**src/rtl/dtspv_pkg.sv**
```systemverilog
// ---------------------------------------------------------------------------
// dtspv_pkg
// Shared types, constants and character helpers for the date/time string
// parser and calendar checker.
// ---------------------------------------------------------------------------
package dtspv_pkg;

  // Character buffer and length counter
  localparam int STORE_DEPTH = 19;
  localparam int COUNT_W     = 5;
  localparam logic [COUNT_W-1:0] COUNT_MAX = 5'd20;

  // Recognized string lengths
  localparam logic [COUNT_W-1:0] LEN_DATE         = 5'd8;
  localparam logic [COUNT_W-1:0] LEN_DATE_SEP     = 5'd10;
  localparam logic [COUNT_W-1:0] LEN_DATETIME     = 5'd14;
  localparam logic [COUNT_W-1:0] LEN_DATETIME_SEP = 5'd19;

  // Character codes
  localparam logic [7:0] CHAR_ZERO  = 8'h30;
  localparam logic [7:0] CHAR_NINE  = 8'h39;
  localparam logic [7:0] CHAR_MINUS = 8'h2D;

  // Field and result widths
  localparam int YEAR_W   = 15;  // signed, -999..9999
  localparam int PAIR_W   = 8;   // signed, -9..99
  localparam int YMD_W    = 28;  // signed YYYYMMDD
  localparam int HMS_W    = 21;  // signed HHMMSS
  localparam int PACKED_W = 48;

  localparam logic signed [PACKED_W-1:0] SCALE_DAY = 48'sd1000000;

  // Reciprocal of 100 for year values below 10000
  localparam logic [12:0] RECIP_100   = 13'd5243;
  localparam int          RECIP_SHIFT = 19;

  typedef enum logic [2:0] {
    FORM_BAD_LEN      = 3'd0,
    FORM_DATE         = 3'd1,
    FORM_DATE_SEP     = 3'd2,
    FORM_DATETIME     = 3'd3,
    FORM_DATETIME_SEP = 3'd4,
    FORM_REJECT       = 3'd5
  } form_t;

  typedef struct packed {
    logic [7:0] char_code;
    logic       last_char;
  } char_beat_t;

  typedef struct packed {
    logic signed [PACKED_W-1:0] packed_value;
    form_t                      form_code;
    logic                       is_valid;
  } result_beat_t;

  function automatic logic is_digit(input logic [7:0] c);
    return (c >= CHAR_ZERO) && (c <= CHAR_NINE);
  endfunction

  // Two-character field: digits, or minus then digit; anything else is 0
  function automatic logic signed [PAIR_W-1:0] field2(input logic [7:0] a,
                                                      input logic [7:0] b);
    logic signed [PAIR_W-1:0] val;
    val = '0;
    if (is_digit(a) && is_digit(b)) begin
      val = $signed(8'(a[3:0]) * 8'd10 + 8'(b[3:0]));
    end else if ((a == CHAR_MINUS) && is_digit(b)) begin
      val = -$signed(8'(b[3:0]));
    end
    return val;
  endfunction

  // Four-character field: digits, or minus then three digits
  function automatic logic signed [YEAR_W-1:0] field4(input logic [7:0] a,
                                                      input logic [7:0] b,
                                                      input logic [7:0] c,
                                                      input logic [7:0] d);
    logic [YEAR_W-1:0]        tail;
    logic signed [YEAR_W-1:0] val;
    tail = 15'(b[3:0]) * 15'd100 + 15'(c[3:0]) * 15'd10 + 15'(d[3:0]);
    val  = '0;
    if (is_digit(b) && is_digit(c) && is_digit(d)) begin
      if (is_digit(a)) begin
        val = $signed(15'(a[3:0]) * 15'd1000 + tail);
      end else if (a == CHAR_MINUS) begin
        val = -$signed(tail);
      end
    end
    return val;
  endfunction

endpackage

```
**src/rtl/date_time_string_parse_validate.sv**
```systemverilog
// A result beat passes through three registered stages (field decode, calendar
// normalize, packed multiply-add) after its final character is accepted.
// Throughput: one character per cycle, results back to back; the input only
// stalls when all three result stages are full and the output is held off.
// Reset (rst, synchronous) clears the length count and stage valids; the
// character buffer is not reset.
// ---------------------------------------------------------------------------
// date_time_string_parse_validate
// Buffers a date/time string one character per beat and, on the final
// character, emits packed YYYYMMDDHHMMSS, the recognized form and a calendar
// validity flag.
// ---------------------------------------------------------------------------
module date_time_string_parse_validate (
  input  logic                    clk,
  input  logic                    rst,
  input  logic                    char_valid,
  output logic                    char_ready,
  input  dtspv_pkg::char_beat_t   char_data,
  output logic                    result_valid,
  input  logic                    result_ready,
  output dtspv_pkg::result_beat_t result_data
);

  localparam int CW = dtspv_pkg::COUNT_W;
  localparam int YW = dtspv_pkg::YEAR_W;
  localparam int PW = dtspv_pkg::PAIR_W;

  // Pipeline control
  logic s1_valid, s2_valid;
  logic s1_ready, s2_ready, s3_ready;
  logic char_acc, final_acc;

  assign s3_ready   = !result_valid || result_ready;
  assign s2_ready   = !s2_valid || s3_ready;
  assign s1_ready   = !s1_valid || s2_ready;
  assign char_ready = s1_ready;
  assign char_acc   = char_valid && char_ready;
  assign final_acc  = char_acc && char_data.last_char;

  // Character buffer and saturating length count
  logic [7:0]    store [dtspv_pkg::STORE_DEPTH];
  logic [CW-1:0] count;
  logic [CW-1:0] len_now;

  assign len_now = (count < dtspv_pkg::COUNT_MAX) ? count + 5'd1 : count;

  always_ff @(posedge clk) begin
    if (rst) begin
      count <= '0;
    end else if (char_acc) begin
      count <= char_data.last_char ? '0 : len_now;
    end
  end

  always_ff @(posedge clk) begin
    if (char_acc && (count < CW'(dtspv_pkg::STORE_DEPTH))) begin
      store[count] <= char_data.char_code;
    end
  end

  // Buffer view with the incoming character merged at its slot
  logic [7:0] ch [dtspv_pkg::STORE_DEPTH];

  always_comb begin
    for (int i = 0; i < dtspv_pkg::STORE_DEPTH; i++) begin
      ch[i] = (count == CW'(i)) ? char_data.char_code : store[i];
    end
  end

  // Stage 1: form detection and field conversion
  logic                   dig8, dig14;
  dtspv_pkg::form_t       form_next;
  logic signed [YW-1:0]   year_next;
  logic signed [PW-1:0]   mon_next, day_next, hour_next, min_next, sec_next;

  always_comb begin
    dig8  = 1'b1;
    dig14 = 1'b1;
    for (int i = 0; i < 8; i++) begin
      dig8 = dig8 & dtspv_pkg::is_digit(ch[i]);
    end
    for (int i = 0; i < 14; i++) begin
      dig14 = dig14 & dtspv_pkg::is_digit(ch[i]);
    end
  end

  always_comb begin
    form_next = dtspv_pkg::FORM_BAD_LEN;
    year_next = '0;
    mon_next  = '0;
    day_next  = '0;
    hour_next = '0;
    min_next  = '0;
    sec_next  = '0;
    case (len_now)
      dtspv_pkg::LEN_DATE: begin
        form_next = dtspv_pkg::FORM_REJECT;
        if (dig8) begin
          form_next = dtspv_pkg::FORM_DATE;
          year_next = dtspv_pkg::field4(ch[0], ch[1], ch[2], ch[3]);
          mon_next  = dtspv_pkg::field2(ch[4], ch[5]);
          day_next  = dtspv_pkg::field2(ch[6], ch[7]);
        end
      end
      dtspv_pkg::LEN_DATE_SEP: begin
        form_next = dtspv_pkg::FORM_REJECT;
        if (ch[4] == ch[7]) begin
          form_next = dtspv_pkg::FORM_DATE_SEP;
          year_next = dtspv_pkg::field4(ch[0], ch[1], ch[2], ch[3]);
          mon_next  = dtspv_pkg::field2(ch[5], ch[6]);
          day_next  = dtspv_pkg::field2(ch[8], ch[9]);
        end
      end
      dtspv_pkg::LEN_DATETIME: begin
        form_next = dtspv_pkg::FORM_REJECT;
        if (dig14) begin
          form_next = dtspv_pkg::FORM_DATETIME;
          year_next = dtspv_pkg::field4(ch[0], ch[1], ch[2], ch[3]);
          mon_next  = dtspv_pkg::field2(ch[4], ch[5]);
          day_next  = dtspv_pkg::field2(ch[6], ch[7]);
          hour_next = dtspv_pkg::field2(ch[8], ch[9]);
          min_next  = dtspv_pkg::field2(ch[10], ch[11]);
          sec_next  = dtspv_pkg::field2(ch[12], ch[13]);
        end
      end
      dtspv_pkg::LEN_DATETIME_SEP: begin
        form_next = dtspv_pkg::FORM_REJECT;
        if ((ch[4] == ch[7]) && (ch[13] == ch[16])) begin
          form_next = dtspv_pkg::FORM_DATETIME_SEP;
          year_next = dtspv_pkg::field4(ch[0], ch[1], ch[2], ch[3]);
          mon_next  = dtspv_pkg::field2(ch[5], ch[6]);
          day_next  = dtspv_pkg::field2(ch[8], ch[9]);
          hour_next = dtspv_pkg::field2(ch[11], ch[12]);
          min_next  = dtspv_pkg::field2(ch[14], ch[15]);
          sec_next  = dtspv_pkg::field2(ch[17], ch[18]);
        end
      end
      default: begin
        form_next = dtspv_pkg::FORM_BAD_LEN;
      end
    endcase
  end

  dtspv_pkg::form_t     s1_form;
  logic signed [YW-1:0] s1_year;
  logic signed [PW-1:0] s1_mon, s1_day, s1_hour, s1_min, s1_sec;

  always_ff @(posedge clk) begin
    if (rst) begin
      s1_valid <= 1'b0;
    end else if (s1_ready) begin
      s1_valid <= final_acc;
    end
  end

  always_ff @(posedge clk) begin
    if (s1_ready) begin
      s1_form <= form_next;
      s1_year <= year_next;
      s1_mon  <= mon_next;
      s1_day  <= day_next;
      s1_hour <= hour_next;
      s1_min  <= min_next;
      s1_sec  <= sec_next;
    end
  end

  // Stage 2: partial sums and borrow normalization into digit pairs
  logic signed [dtspv_pkg::YMD_W-1:0] ymd_next;
  logic signed [dtspv_pkg::HMS_W-1:0] hms_next;
  logic signed [PW-1:0] t_min, t_hour, t_day, t_mon;
  logic                 b_sec, b_min, b_hour, b_day, b_mon;
  logic [6:0]           g_sec, g_min, g_hour, g_day, g_mon;
  logic signed [YW-1:0] y_adj;
  logic                 thirty, base_ok_next, feb29_next;

  assign ymd_next = dtspv_pkg::YMD_W'(s1_year) * 28'sd10000
                  + dtspv_pkg::YMD_W'(s1_mon) * 28'sd100
                  + dtspv_pkg::YMD_W'(s1_day);
  assign hms_next = dtspv_pkg::HMS_W'(s1_hour) * 21'sd10000
                  + dtspv_pkg::HMS_W'(s1_min) * 21'sd100
                  + dtspv_pkg::HMS_W'(s1_sec);

  always_comb begin
    b_sec  = s1_sec < 0;
    g_sec  = b_sec ? 7'(s1_sec + 8'sd100) : 7'(s1_sec);
    t_min  = b_sec ? s1_min - 8'sd1 : s1_min;
    b_min  = t_min < 0;
    g_min  = b_min ? 7'(t_min + 8'sd100) : 7'(t_min);
    t_hour = b_min ? s1_hour - 8'sd1 : s1_hour;
    b_hour = t_hour < 0;
    g_hour = b_hour ? 7'(t_hour + 8'sd100) : 7'(t_hour);
    t_day  = b_hour ? s1_day - 8'sd1 : s1_day;
    b_day  = t_day < 0;
    g_day  = b_day ? 7'(t_day + 8'sd100) : 7'(t_day);
    t_mon  = b_day ? s1_mon - 8'sd1 : s1_mon;
    b_mon  = t_mon < 0;
    g_mon  = b_mon ? 7'(t_mon + 8'sd100) : 7'(t_mon);
    y_adj  = b_mon ? s1_year - 15'sd1 : s1_year;

    thirty = (g_mon == 7'd4) || (g_mon == 7'd6) || (g_mon == 7'd9) || (g_mon == 7'd11);
    base_ok_next = (y_adj >= 15'sd1) && (y_adj <= 15'sd9999)
                && (g_mon >= 7'd1) && (g_mon <= 7'd12)
                && (g_day >= 7'd1) && (g_day <= 7'd31)
                && (g_hour <= 7'd23) && (g_min <= 7'd59) && (g_sec <= 7'd59)
                && !(thirty && (g_day > 7'd30))
                && !((g_mon == 7'd2) && (g_day > 7'd29));
    feb29_next = (g_mon == 7'd2) && (g_day == 7'd29);
  end

  dtspv_pkg::form_t                   s2_form;
  logic signed [dtspv_pkg::YMD_W-1:0] s2_ymd;
  logic signed [dtspv_pkg::HMS_W-1:0] s2_hms;
  logic [13:0]                        s2_year;
  logic                               s2_base_ok, s2_feb29;

  always_ff @(posedge clk) begin
    if (rst) begin
      s2_valid <= 1'b0;
    end else if (s2_ready) begin
      s2_valid <= s1_valid;
    end
  end

  always_ff @(posedge clk) begin
    if (s2_ready) begin
      s2_form    <= s1_form;
      s2_ymd     <= ymd_next;
      s2_hms     <= hms_next;
      s2_year    <= 14'(y_adj);
      s2_base_ok <= base_ok_next;
      s2_feb29   <= feb29_next;
    end
  end

  // Stage 3: packed value and leap-year check
  logic signed [dtspv_pkg::PACKED_W-1:0] packed_next;
  logic [26:0] q_full;
  logic [7:0]  q100;
  logic [13:0] rem100;
  logic        leap;

  assign packed_next = dtspv_pkg::PACKED_W'(s2_ymd) * dtspv_pkg::SCALE_DAY
                     + dtspv_pkg::PACKED_W'(s2_hms);

  // year / 100 by reciprocal; exact for years below 10000
  assign q_full = 27'(s2_year) * 27'(dtspv_pkg::RECIP_100);
  assign q100   = q_full[dtspv_pkg::RECIP_SHIFT +: 8];
  assign rem100 = s2_year - 14'(q100) * 14'd100;
  assign leap   = (s2_year[1:0] == 2'b00) && ((rem100 != 14'd0) || (q100[1:0] == 2'b00));

  always_ff @(posedge clk) begin
    if (rst) begin
      result_valid <= 1'b0;
    end else if (s3_ready) begin
      result_valid <= s2_valid;
    end
  end

  always_ff @(posedge clk) begin
    if (s3_ready) begin
      result_data.packed_value <= packed_next;
      result_data.form_code    <= s2_form;
      result_data.is_valid     <= s2_base_ok && !(s2_feb29 && !leap);
    end
  end

endmodule

```
**config.mk**
```make
export PLATFORM = sky130hd
export DESIGN_NAME = date_time_string_parse_validate
export DESIGN_NICKNAME = d
export VERILOG_FILES = /design/src/rtl/dtspv_pkg.sv /design/src/rtl/date_time_string_parse_validate.sv
export SDC_FILE = /design/constraint.sdc
export NUM_CORES = 2
export LEC_CHECK = 0
export BUFFER_PORTS_ARGS = -buffer_cell sky130_fd_sc_hd__buf_2
export CAP_MARGIN = 5
export CORE_MARGIN = 3
export CORE_UTILIZATION = 50
export DETAILED_ROUTE_END_ITERATION = 7
export GPL_ROUTABILITY_DRIVEN = 0
export PLACE_DENSITY = 0.72
export SKIP_LAST_GASP = 1
export SLEW_MARGIN = 20
export SYNTH_ARGS = -nofsm -noshare
export SYNTH_HDL_FRONTEND = slang
export SYNTH_SLANG_ARGS = --single-unit
```
**constraint.sdc**
```tcl
create_clock -name clk -period 13.6 [get_ports clk]
set_input_delay 2.72 -clock clk [delete_from_list [all_inputs] [get_ports clk]]
set_output_delay 2.72 -clock clk [all_outputs]
set_load 0.02 [all_outputs]
```
# After elaboration in Yosys (flattened, before gate mapping)
# Memories as Yosys holds them, arrays and structs flattened.
# Cells that the tools add are included.
op_classes:
  addsub: 39
  mul: 19
  n_div: 0
  n_lt_le_gt_ge: 54
  eq_ne: 40
  shifts: 0
  muxes: 83
  n_bitwise: 13
  n_reduce_logical: 76
op_table:
  columns: ["cell", "n"]
  rows:
  - ["$mux W8", 55]
  - ["$ge A8 B6 Y1 const B", 18]
  - ["$le A8 B6 Y1 const B", 18]
  - ["$mux W15", 8]
  - ["$eq A8 B6 Y1 const B", 10]
  - ["$add A8 B4 Y8", 9]
  - ["$neg A4 Y8", 9]
  - ["$mul A4 B3 Y7 const B", 10]
  - ["$pmux W8 S4", 2]
  - ["$pmux W15 S4", 1]
  - ["$logic_and A1 B1 Y1", 58]
  - ["$eq A5 B4 Y1 const B", 11]
  - ["$add A48 B21 Y48", 1]
  - ["$pmux W8 S2", 3]
  - ["$mul A28 B15 Y42 const B", 1]
  - ["$lt A8 B1 Y1 const B", 5]
  - ["$add A7 B6 Y7 const B", 5]
  - ["$mux W7", 5]
  - ["$sub A8 B2 Y8 const B", 4]
  - ["$add A28 B16 Y28", 1]
  - ["$add A28 B8 Y28", 1]
  - ["$mul A8 B6 Y14 const B", 2]
  - ["$mul A14 B13 Y27 const B", 1]
  - ["$mul A15 B11 Y24 const B", 1]
  - ["other kinds (40)", 85]
word_totals:
  register_bits: 186
  latch_bits: 0
  ram_bits: 152
  romBits: 0
  in_bits: 13
  wordCells: 345
  n_memories: 1
memory_table:
  columns: ["memory", "words", "word_bits", "read_ports", "rd_ports_with_merged_regs", "wr", "line", "text"]
  rows:
  - ["store", 19, 8, 19, 0, 1, "date_time_string_parse_validate.sv:41", "logic [7:0] store [dtspv_pkg::STORE_DEPTH];"]

# Longest topological paths before layout
depth:
  depth_word: 21
  mapped_depth: 37
  ltp_nobuf: 37

# Worst setup path after synthesis
# No wires, ideal clock.
synth_timing:
  path_kind: "flip-flop to flip-flop"
  start: "register s2_year[11]"
  end: "register result_data[0] (netlist bit) (data pin)"
  arrival_time_ns: 8.140
  slack_ns: 5.194
  stages_incl_launch_ff: 37
  n_path_buf: 0
  period_less_slack_ns: 8.406
  path_cell_list: "edfxtp_1 -> fa_1 -> ha_1 -> inv_1 -> fa_1 -> inv_1 -> fa_1 -> inv_1 -> fa_1 -> inv_1 -> ha_1 -> a21oi_1 -> o211a_1 -> o211ai_1 -> a21o_1 -> o22ai_1 -> o21ba_2 -> o21bai_1 -> a21o_1 -> xor2_1 -> ha_1 -> ha_1 -> inv_1 -> fa_1 -> inv_1 -> ha_1 -> o21ai_0 -> nor2_1 -> nor2_1 -> xor2_1 -> ha_1 -> a221o_1 -> a21oi_1 -> a31oi_1 -> a2111oi_0 -> o2111a_1 -> a31oi_1"
synth_between:
  elab_chain_len: 10
synth_lines:
  columns: ["item", "line", "text"]
  rows:
  - ["start, declared", "date_time_string_parse_validate.sv:214", "logic [13:0] s2_year;"]
  - ["start signal, assigned", "date_time_string_parse_validate.sv:230", "s2_year <= 14'(y_adj);"]
  - ["$mul A14 B13 Y27", "date_time_string_parse_validate.sv:247", "assign q_full = 27'(s2_year) * 27'(dtspv_pkg::RECIP_100);"]
  - ["$mul A8 B5 Y12", "date_time_string_parse_validate.sv:249", "assign rem100 = s2_year - 14'(q100) * 14'd100;"]
  - ["$sub A14 B14 Y14", "date_time_string_parse_validate.sv:249", null]
  - ["$reduce_bool A14 Y1", "date_time_string_parse_validate.sv:250", "assign leap = (s2_year[1:0] == 2'b00) && ((rem100 != 14'd0) || (q100[1:0] == 2'b00));"]
  - ["$logic_or A1 B1 Y1 (*)", "date_time_string_parse_validate.sv:250", null]
  - ["$logic_and A1 B1 Y1 (*)", "date_time_string_parse_validate.sv:250", null]
  - ["$logic_not A1 Y1 (*)", "date_time_string_parse_validate.sv:264", "result_data.is_valid <= s2_base_ok && !(s2_feb29 && !leap);"]
  - ["$logic_and A1 B1 Y1 (*)", "date_time_string_parse_validate.sv:264", null]
  - ["$logic_not A1 Y1 (*)", "date_time_string_parse_validate.sv:264", null]
  - ["$logic_and A1 B1 Y1 (*)", "date_time_string_parse_validate.sv:264", null]
  - ["end, declared", "date_time_string_parse_validate.sv:21", "output dtspv_pkg::result_beat_t result_data"]
# Mark *: on every way between the ends. The rest lies on a longest branch, timed or not.
# A chain may end at the register's enable or synchronous reset.

# Worst setup path after layout
# Ends and elaborated chain as after synthesis.

==> results list <==
- Number of maximum-capacitance constraint violations: 0
* Number of iterations in the first detailed-routing pass: 6
- Clock tree synthesis inserted a total of 42 buffers.
- Setup violations remaining at the end of the flow were counted as 0.
* Min cycle time layout: 9.195 ns
* Routed WL: 85.56 mm
- Leakage: 23.29 nW
- For the pin with the worst max-slew slack, the measured transition is 1.110 ns.
* Cell type contributing the most total cell area after synthesis: edfxtp_1
* Sort of element at the start of the critical path: flop
- Total GRT Usage: 0.1982
- In this run the cell area of the synthesized design comes to 41,900 um2.
* Area Overhead vs Synth: 7.131%
* Gate count after technology mapping: 4,132
- Setup repair after global routing missed its margin: no
- In this run, post-CTS repair resized a total of 0 instances.
- Of all nets on the critical path, the largest fanout is 8.
- In this run, the number of DRC markers left after iteration 0 of detailed routing was 1,744.
- Half-perimeter wire length of the detailed placement result: 68.48 mm
- Effective utilization at floorplan: 0.5079
- Max Transition Viols Final: 0
* Smallest hold slack: 0.4157 ns
- Among cell families on the critical path, the largest total delay comes from adder cells.
- Crit-path max cell delay: 0.68 ns
- Run status: completed
* Pin count of the biggest net entering global routing: 61
- The share of the Yosys chip area taken by registers is 0.2403.
* Antenna violations before repair: 0
- For the worst setup path, the data required time is 13.92 ns.
- Asr flop ratio synth: 0
* Number of rows in the core area: 105
* Antenna violation net count after detailed routing: 0
- Sorting the synthesized cells by how often they occur yields ha_1, inv_1, fa_1, edfxtp_1, a21oi_1.
- In the finished design, the share of the clock period the worst path needs comes to 0.6761.
- Hold repair after CTS inserted 0 buffers.
- The hold violation count in the final report was 0.
- Number of nets in the finished design: 5,306
* Total number of cells along the worst setup path: 36
- Area share of the leading cell type in the synthesized netlist: 0.2365
* Fraction of final layout cells sized beyond drive strength 1: 0.05490
- After clock tree synthesis, the setup repair step added 0 buffers.
* Final cell count without fillers: 5,296
* Cell area power density: 58.66 nW/um2
- Buffers placed on the I/O ports in this run total 66.
- Post-synthesis register bit count: 338
- Worst min-delay path class: flop to flop
- Power comes to 0.002633 W.
* Std-Cell Core Area: 82,500 um2
* Number of vias after detailed routing: 28,760
- Via density per instance: 5.431
* Global-route wire length before repair: 142.9 mm
- Data arrives at the worst endpoint at 9.52 ns.
* Clock Latency Late Sink: 0.60 ns
- Die outline area: 87,310 um2
- TritonCTS built the clock tree.
- During I/O placement, the number of pins put on the boundary was 67.
* Diodes inserted: 0
* Most area-consuming cells after synthesis: edfxtp_1, ha_1, fa_1
- For this run the aggregate overflow at the end of global routing stands at 0.
- Together, buffers and inverters on the worst path number 6.
* Depth of the worst register-to-register path: 36
* Clock-pin transition on the worst setup and hold timing paths: 0.06 ns
- Headroom to the max-slew limit came out at 0.2599.
* Remaining DRCs: 0
- Vertical die dimension: 295.5 um
- Dominant synthesized flop cell: edfxtp_1
- STA classifies the critical path endpoint as a flop.
- Slowest cell on the critical path: edfxtp_1
- Number of cells on the worst hold path: 0
- In the final timing run, aggregate negative setup slack is 0 ns.
- After detailed routing, the average wire length per cell comes to 16.16 um.
- The Yosys step of the flow raised 0 warnings.
- Net count after synthesis: 5,244
- The clock arrives with 0.02988 ns of skew.
- Top-count cell post-synth: ha_1
- Each instance of the synthesized netlist takes up on average 10.14 um2.
- Counting flops with a built-in enable in the synthesized netlist gives 330.
* Longest Clk Path Bufs: 3
* Root buffer selected by CTS: clkbuf_16
* Maximum vdd drop: 95.67 uV
- Worst Setup Path Type: flop to flop
- CTS saw 338 sinks.
- Derived from the worst setup path, the maximum achievable clock frequency is 0.1088 GHz.
- Number of global-route vias before repair: 29,160
* Number of levels the H-tree was split into: 2
* Die span in x: 295.5 um
* Post-synth cell types: 98
- Count of placed standard cells including taps: 5,219
-- stage by stage --
stage          area [um2]    util  setup WS (ns)
6_report            44890  0.5441          4.405
5_1_grt             44890  0.5441          3.851
4_1_cts             44860  0.5437          4.415
3_5_place_dp        43430  0.5264          4.435
3_3_place_gp        43430  0.5264          4.619
2_1_floorplan       41900       -          5.194
-- worst register-to-register path: cells and delay by family (launching register included) --
family / cells / cell delay, ns
adders and majority gates: 11 / 4.40
AOI/OAI and AO/OA: 15 / 2.96
DFF: 1 / 0.68
xor gates and xnor gates: 2 / 0.41
buffers and inverters: 6 / 0.29
and+or+nand+nor: 2 / 0.20
-- logic make-up (layout without fill, tap and decap cells) --
family / after synthesis / after routing / share of synthesized area
buffers and inverters: 770 / 864 / 0.07032
muxes: 109 / 109 / 0.02807
xor gates and xnor gates: 315 / 315 / 0.06602
AOI/OAI and AO/OA: 756 / 756 / 0.1177
DFF: 338 / 338 / 0.2403
and+or+nand+nor: 744 / 744 / 0.08881
adders and majority gates: 1100 / 1100 / 0.3888
-- sequential cells by signal, summed over array words and instances, names as in the netlist, 8 cells and up --
signal / count
result_data: 52
s1_day: 8
s1_hour: 8
s1_min: 8
s1_mon: 8
s1_sec: 8
s1_year: 15
s2_hms: 21
s2_year: 14
s2_ymd: 28
store: 152
-- worst paths after layout --
path	start	slack [ns]	endpoint
max	s2_year[11]$_DFFE_PP_	4.41	result_data[0]$_DFFE_PP_
max reg2reg	s2_year[11]$_DFFE_PP_	4.41	result_data[0]$_DFFE_PP_
min	s1_sec[0]$_DFFE_PN_	0.42	s2_hms[0]$_DFFE_PP_
min reg2reg	s1_sec[0]$_DFFE_PN_	0.42	s2_hms[0]$_DFFE_PP_
-- where the power goes --
group	internal, W	total, W	switching [W]
Sequential	0.00114	0.00115	0.00000341
Clock	0.000672	0.00116	0.000489
Combinational	0.000136	0.000327	0.000191
Total	0.00195	0.00263	0.000682
-- placed cells by master, fill, tap and decap left out, types with 22 or more instances in the layout --
cell type  instances
a211oi_1          23
a21o_1            84
a21oi_1          232
a22oi_1           22
buf_2             66
clkbuf_16         42
edfxtp_1         330
fa_1             337
ha_1             762
inv_1            694
mux2i_1           80
nand2_1          161
nand2b_1          38
nand3_1           63
nand4_1           33
nor2_1           208
nor2b_1           36
nor3_1            66
o21ai_0          122
o21bai_1          32
o22ai_1           45
xnor2_1          227
xor2_1            87
-- cell type report --
class	instances	area [um2]
Timing Repair Buffer	86	488.0
Clock buffer	43	1055
Inverter	702	2635
Fill cell	7097	37620
Clock inverter	33	376.6
Multi-Input combinational cell	3024	28930
Tap cell	1070	1339
Sequential cell	338	10070
-- routing by layer --
layer  global-route usage  vias to the layer above  part of all wire
met4              0.05220                        0             0.024
met2               0.3407                      492              0.47
met3              0.02043                      136             0.037
met1               0.2682                    13670              0.47
li1                     -                    14460                 -
met5                    0                        -                 0
Note: power is estimated with default switching activity, not from simulation.
